===== src/rtl/hia_pkg.sv =====
// ============================================================================
// hia_pkg: handle index allocator shared definitions
// Sizes, request and status codes, transaction structs, controller
// states and the first-free-bit search used by the bitmap scan.
// ============================================================================
`default_nettype none

package hia_pkg;

	// table geometry
	localparam int NUM_HANDLES = 1024;
	localparam int WORD_BITS   = 64;
	localparam int TAG_BITS    = 48;
	localparam int NUM_WORDS   = (NUM_HANDLES + WORD_BITS - 1) / WORD_BITS;

	// derived widths
	localparam int IDX_W    = $clog2(NUM_HANDLES);
	localparam int BIT_W    = $clog2(WORD_BITS);
	localparam int WORD_W   = $clog2(NUM_WORDS);
	localparam int CNT_W    = $clog2(NUM_WORDS + 1);
	localparam int HANDLE_W = 16;
	localparam int CODE_W   = 2;

	// request codes
	localparam logic [CODE_W-1:0] REQ_ALLOC  = 2'd0;
	localparam logic [CODE_W-1:0] REQ_FREE   = 2'd1;
	localparam logic [CODE_W-1:0] REQ_LOOKUP = 2'd2;

	// status codes
	localparam logic [CODE_W-1:0] STATUS_OK      = 2'd0;
	localparam logic [CODE_W-1:0] STATUS_FAIL    = 2'd1;
	localparam logic [CODE_W-1:0] STATUS_NOSPACE = 2'd2;

	// request transaction
	typedef struct packed {
		logic [CODE_W-1:0]   req_type;
		logic [HANDLE_W-1:0] handle_index;
		logic [TAG_BITS-1:0] obj_tag;
	} hia_req_t;

	// response transaction
	typedef struct packed {
		logic [CODE_W-1:0]   status;
		logic [IDX_W-1:0]    index_out;
		logic [TAG_BITS-1:0] tag_out;
	} hia_rsp_t;

	// controller states
	typedef enum logic [2:0] {
		S_IDLE,
		S_SCAN,
		S_READ,
		S_EVAL,
		S_RESP
	} hia_state_t;

	// controller to datapath commands
	typedef struct packed {
		logic load_req;
		logic scan_en;
		logic rd_issue;
		logic eval_en;
		logic out_load;
	} hia_cmd_t;

	// datapath to controller status
	typedef struct packed {
		logic in_alloc;
		logic in_read;
		logic scan_done;
		logic out_free;
	} hia_stat_t;

	// lowest set bit of a bitmap word
	function automatic logic [BIT_W-1:0] first_set(input logic [WORD_BITS-1:0] v);
		logic [BIT_W-1:0] r;
		r = '0;
		for (int i = WORD_BITS - 1; i >= 0; i--) begin
			if (v[i]) begin
				r = BIT_W'(i);
			end
		end
		return r;
	endfunction

endpackage

`default_nettype wire


===== src/rtl/hia_ctrl.sv =====
// ============================================================================
// hia_ctrl: handle index allocator controller
// Sequences one request at a time through scan, read, evaluate and
// response hand-off.
// ============================================================================
`default_nettype none

module hia_ctrl (
	input  wire logic                clk,
	input  wire logic                arst_n,
	input  wire logic                req_valid,
	output logic                     req_stall,
	input  wire hia_pkg::hia_stat_t  stat,
	output hia_pkg::hia_cmd_t        cmd
);

	hia_pkg::hia_state_t state_q;
	hia_pkg::hia_state_t state_d;

	// state register
	always_ff @(posedge clk or negedge arst_n) begin
		if (!arst_n) begin
			state_q <= hia_pkg::S_IDLE;
		end else begin
			state_q <= state_d;
		end
	end

	// next state and commands
	always_comb begin
		state_d   = state_q;
		cmd       = '0;
		req_stall = 1'b1;
		unique case (state_q)
			hia_pkg::S_IDLE: begin
				req_stall = 1'b0;
				if (req_valid) begin
					cmd.load_req = 1'b1;
					priority if (stat.in_alloc) begin
						state_d = hia_pkg::S_SCAN;
					end else if (stat.in_read) begin
						state_d = hia_pkg::S_READ;
					end else begin
						state_d = hia_pkg::S_EVAL;
					end
				end
			end
			hia_pkg::S_SCAN: begin
				cmd.scan_en = 1'b1;
				if (stat.scan_done) begin
					state_d = hia_pkg::S_RESP;
				end
			end
			hia_pkg::S_READ: begin
				cmd.rd_issue = 1'b1;
				state_d      = hia_pkg::S_EVAL;
			end
			hia_pkg::S_EVAL: begin
				cmd.eval_en = 1'b1;
				state_d     = hia_pkg::S_RESP;
			end
			hia_pkg::S_RESP: begin
				if (stat.out_free) begin
					cmd.out_load = 1'b1;
					state_d      = hia_pkg::S_IDLE;
				end
			end
			default: begin
				state_d = hia_pkg::S_IDLE;
			end
		endcase
	end

endmodule

`default_nettype wire


===== config.mk =====
export PLATFORM = sky130hd
export DESIGN_NAME = hia_ctrl
export DESIGN_NICKNAME = d
export VERILOG_FILES = /design/src/rtl/hia_pkg.sv /design/src/rtl/hia_ctrl.sv
export SDC_FILE = /design/constraint.sdc
export NUM_CORES = 1
export LEC_CHECK = 0
export ABC_CLOCK_PERIOD_IN_PS = 1500
export BUFFER_PORTS_ARGS = -buffer_cell sky130_fd_sc_hd__clkbuf_2
export CORE_AREA = 2 2 39 41
export DETAILED_ROUTE_END_ITERATION = 10
export DIE_AREA = 0 0 41 43
export GPL_ROUTABILITY_DRIVEN = 0
export SLEW_MARGIN = 0
export SYNTH_ARGS = -nofsm -noshare
export SYNTH_HDL_FRONTEND = slang
export SYNTH_SLANG_ARGS = --single-unit

===== constraint.sdc =====
create_clock -name clk -period 1.5 [get_ports clk]
set_input_delay 0.3 -clock clk [delete_from_list [all_inputs] [get_ports clk]]
set_output_delay 0.3 -clock clk [all_outputs]
set_load 0.01 [all_outputs]

Yosys cells after proc, flatten, opt, wreduce, memory -nomap -nowiden
Index checks and enable logic that the tools add are counted.

operators by class
  add/sub/neg operators = 0
  shifts and indexed selects = 0
  equality and inequality tests = 7
  div/mod/pow operators = 0
  mux-type cells = 14
  $mul = 0
  $lt $le $gt $ge = 0
  bitwise gates (word level) = 0
  reductions and logical operators = 2

operators by type and width
  cell                                                             number
  3-bit one-hot mux with 5 select lines                            1
  3-bit 2-to-1 mux                                                 4
  1-bit 2-to-1 mux                                                 9
  3-bit by 2-bit == test with 1-bit output, second input constant  2
  2-bit inequality test, second input constant                     3
  3-bit by 1-bit == test with 1-bit output, second input constant  1
  3-bit == test, second input constant                             1
  3-bit logical NOT                                                1
  3-bit AND reduction                                              1

word-level totals
  bits in latches = 0
  RAM bits = 0
  output and inout port bits = 6
  logic and storage cells = 24
  memory bits (read-only) = 0
  memories = 0
  bits in registers = 3

Depth between registers and ports, before layout
  depth after elaboration = 4
  depth in mapped cells = 3
  depth with buffers taken out = 3

Worst setup path after synthesis
No wires, ideal clock.

  path kind = register to output
  from = register state_q[1]
  to = output cmd[4] (netlist bit)
  required time = 1200 ps
  slack = 261 ps
  cell stages (with the launch flop) = 3
  data arrival time = 939 ps
  buffers on the path = 0
  cells stage by stage = dfrtp_1 or3_4 nor2_2

RTL lines
  item                    RTL line        source
  start, declared         hia_ctrl.sv:17  hia_pkg::hia_state_t state_q;
  start signal, assigned  hia_ctrl.sv:23  state_q <= hia_pkg::S_IDLE;
  start signal, assigned  hia_ctrl.sv:25  state_q <= state_d;
  end, declared           hia_ctrl.sv:14  output hia_pkg::hia_cmd_t cmd

==> key figures <==
Setup path
  • Buf/Inv on CP: 1
  • Max FO, Critical Path: 3
  • Worst path arrival time: between 1 and 1.5 ns
  • Worst Setup End Kind: output pin
  • Critical Path Max Stage Delay: ~0.40 ns
  • Worst Path Required: 1.20 ns
  • Top delay family on crit path: simple AND/OR/NAND/NOR gates
  • Critical-path top delay cell: dfrtp_2
  • Critical Path Source Type: register
  • CP cell instances: or3_4 -> nor2_2 -> buf_2
  • Critical path class: reg -> out

Clock network
  • Clk Latency, worst-skew pair: 0.23 ns
  • H-tree depth: 1
  • Clock slew at reported path FFs: approximately 0.040 ns
  • Total CTS buffers: 3
  • Root Driver: clkbuf_4
  • Clock Sinks: 3
  • CTS tree: yes
  • CTS Buffer Depth: 2

Power
  • Total Power: 0.762 mW
  • Switching Power: 0.287 mW
  • Int Pwr: ~0.47 mW
  • Leakage power: 0.191 nW
  • Gate power share: 0.610
  • Sequential share of power: 0.203
  • Sw frac: 0.377
  • PwrDens: 2110 mW/mm^2
  • Maximum vdd ir drop: 614 uV
  • Clk network pwr share: 0.187

Place
  • IO buf count: 12
  • Placed Instance Area: 258 um^2
  • HPWL after DPL: 360 um
  • Pre-CTS setup slack: about 0.19 ns
  • Placed insts: 50

Layout
  • Final non-filler cell total: 61
  • Antenna cells: 0
  • Register with the most flip-flops: state_q
  • Max reg flops: 3
  • Area added between synthesis and finish: 103%
  • Fill cells: 159
  • Post-Layout Inst Area: 360 um^2
  • Largest regs: state_q: 3 flops
  • Layout cells sized above 1: 0.600
  • Final net count: 53

STA
  • Fin crit period: 1.50 ns
  • Layout Skew: 0.00305 ns
  • Final Hold Fails: 0
  • Final Slew Violations: 0
  • Fmax: 665 MHz
  • Fin worst setup slack: -0.00380 ns
  • Worst-Margin Slew: 0.219 ns
  • Hold slack: 0.270 ns
  • Share of the clock period used by the worst path: 1.00
  • Final setup fails: 1
  • Unrepaired setup endpoints after global routing: yes
  • Relative slew slack: 0.853

Flow run
  • Max-Cap Viols: 0

Synth
  • Post-Syn Area: 178 um^2
  • Mapped Cells: 22
  • Top cell type by total area after synthesis: dfrtp_1
  • Seq/Total Area, Yosys: 0.423
  • Synth warnings: 0
  • Ranking of synthesized cells by area: dfrtp_1 42%, nor2_1 8.5%, inv_1 6.3%, or3_4 6.3%, nor3_1 5.6%
  • Synth Area per Inst: 8.08 um^2
  • Syn nets: 29
  • Yosys reg bits: 3
  • Synth cell types: 14
  • Post-synth top area share: 0.423

GRT
  • Largest net degree at the start of global routing: 5
  • First-pass GRT wire length: 807 um
  • Vias in the first global route: 226
  • Initial antenna violation count: 0
  • Grt ovf: 0
  • GRT Total Usage: 0.0716

Drt
  • DRT antenna net count: 0
  • Vias: roughly 230
  • Vias per cell: 3.84
  • DRC: 0
  • Met3 wire length: ~22 um
  • DRT iter0 DRCs: 0
  • Drt pass-1 iters: 1
  • DR WL/cell: 8.46 um
  • Routed WL: 516 um
  • DR top layer: met4
  • Routed wl met2: 263 um
  • Wl on met1: roughly 220 um

Floorplan
  • Initial core utilization: 0.128
  • DIE AREA: ~0.0018 mm^2
  • Die Y: 43 um
  • Core area: 0.00138 mm^2
  • Site row count: 14
  • I/O Pins: 13
  • Chip width: 41 um

Worst hold path
  • Worst hold path type: in -> reg

Outcome
  • Outcome: finished, violations left
  • Failing checks: setup timing
routing by layer:
layer  vias up  global-route usage
met5         -                   0
met4         0              0.0800
met3         2              0.0157
met2         9              0.0938
met1       103              0.0847
li1        120                   -
cells in the mapped netlist:
library cell,n
a211oi_1,1
and3_1,1
dfrtp_1,3
inv_1,3
nand2_1,1
nand2b_1,1
nor2_1,4
nor2_2,1
nor2b_1,1
nor3_1,2
o21a_1,1
o21ai_0,1
o22ai_1,1
or3_4,1
power by group through the flow:
stage                     Sequential [mW]  Clock [mW]  Combinational, mW
after CTS                           0.149       0.150              0.408
final                               0.154       0.143              0.465
after global placement              0.177           0              0.270
after detailed placement            0.178           0              0.273
after floorplan                     0.162           0              0.185
after global routing                0.161       0.152              0.511
final timing paths:
| kind | start | end | slack [ns] | cells after the start |
|---|---|---|---|---|
| max in group asynchronous | arst_n | state_q[2] | 0.98 | 2 |
| max reg2reg | state_q[1] | state_q[0] | 0.32 | 5 |
| min reg2reg | state_q[2] | state_q[1] | 0.56 | 2 |
| max | state_q[2] | cmd[4] | -0.004 | 3 |
| min in group asynchronous | arst_n | state_q[1] | 0.40 | 2 |
| min | stat[0] | state_q[2] | 0.27 | 2 |
what timing repair did:
item / in CTS / in global routing
setup endpoints to repair: 1 / 5
setup buffers: 5 / 1
hold endpoints to repair: 3 / 0
hold buffers: 1 / 0
resized for setup: 2 / 5
pin swaps: 1 / 1
placed cells by master (no fill, tap or decap):
cell | synthesis | layout
dlygate4sd3_1 | 0 | 1
o21ai_0 | 1 | 1
buf_4 | 0 | 6
dfrtp_2 | 0 | 1
buf_2 | 0 | 2
nor2_2 | 1 | 1
or3_4 | 1 | 1
o22ai_1 | 1 | 1
inv_1 | 3 | 3
nand2_1 | 1 | 1
clkbuf_1 | 0 | 1
nor3_1 | 2 | 1
nor2_1 | 4 | 3
dfrtp_1 | 3 | 2
a211oi_1 | 1 | 1
and3_1 | 1 | 1
nor2_4 | 0 | 1
clkbuf_2 | 0 | 10
nor3_2 | 0 | 1
nand2b_4 | 0 | 1
o21a_1 | 1 | 1
clkbuf_4 | 0 | 3
nor2b_1 | 1 | 1
area by class of cell:
cell class                 instances  area, um^2  area share
tap                               16        20.0      0.0556
multi-input combinational         16         111       0.309
clock buffer                       4        26.3      0.0729
timing repair buffer              19         115       0.319
inverter                           3        11.3      0.0312
sequential                         3        76.3       0.212
cells by family after synthesis:
group                  after synthesis  synth area share
buffers and inverters                3            0.0634
flip-flops                           3             0.423
AO/OA/AOI/OAI                        4             0.148
AND/OR/NAND/NOR                     12             0.366
through the flow:
stage / util / TNS [ns]
floorplan: - / 0
global placement: 0.186 / 0
detailed placement: 0.186 / 0
CTS: 0.244 / -0.0472
global route: 0.260 / -0.0696
finish: 0.260 / -0.00380
Power figures use the tool's default switching activity.
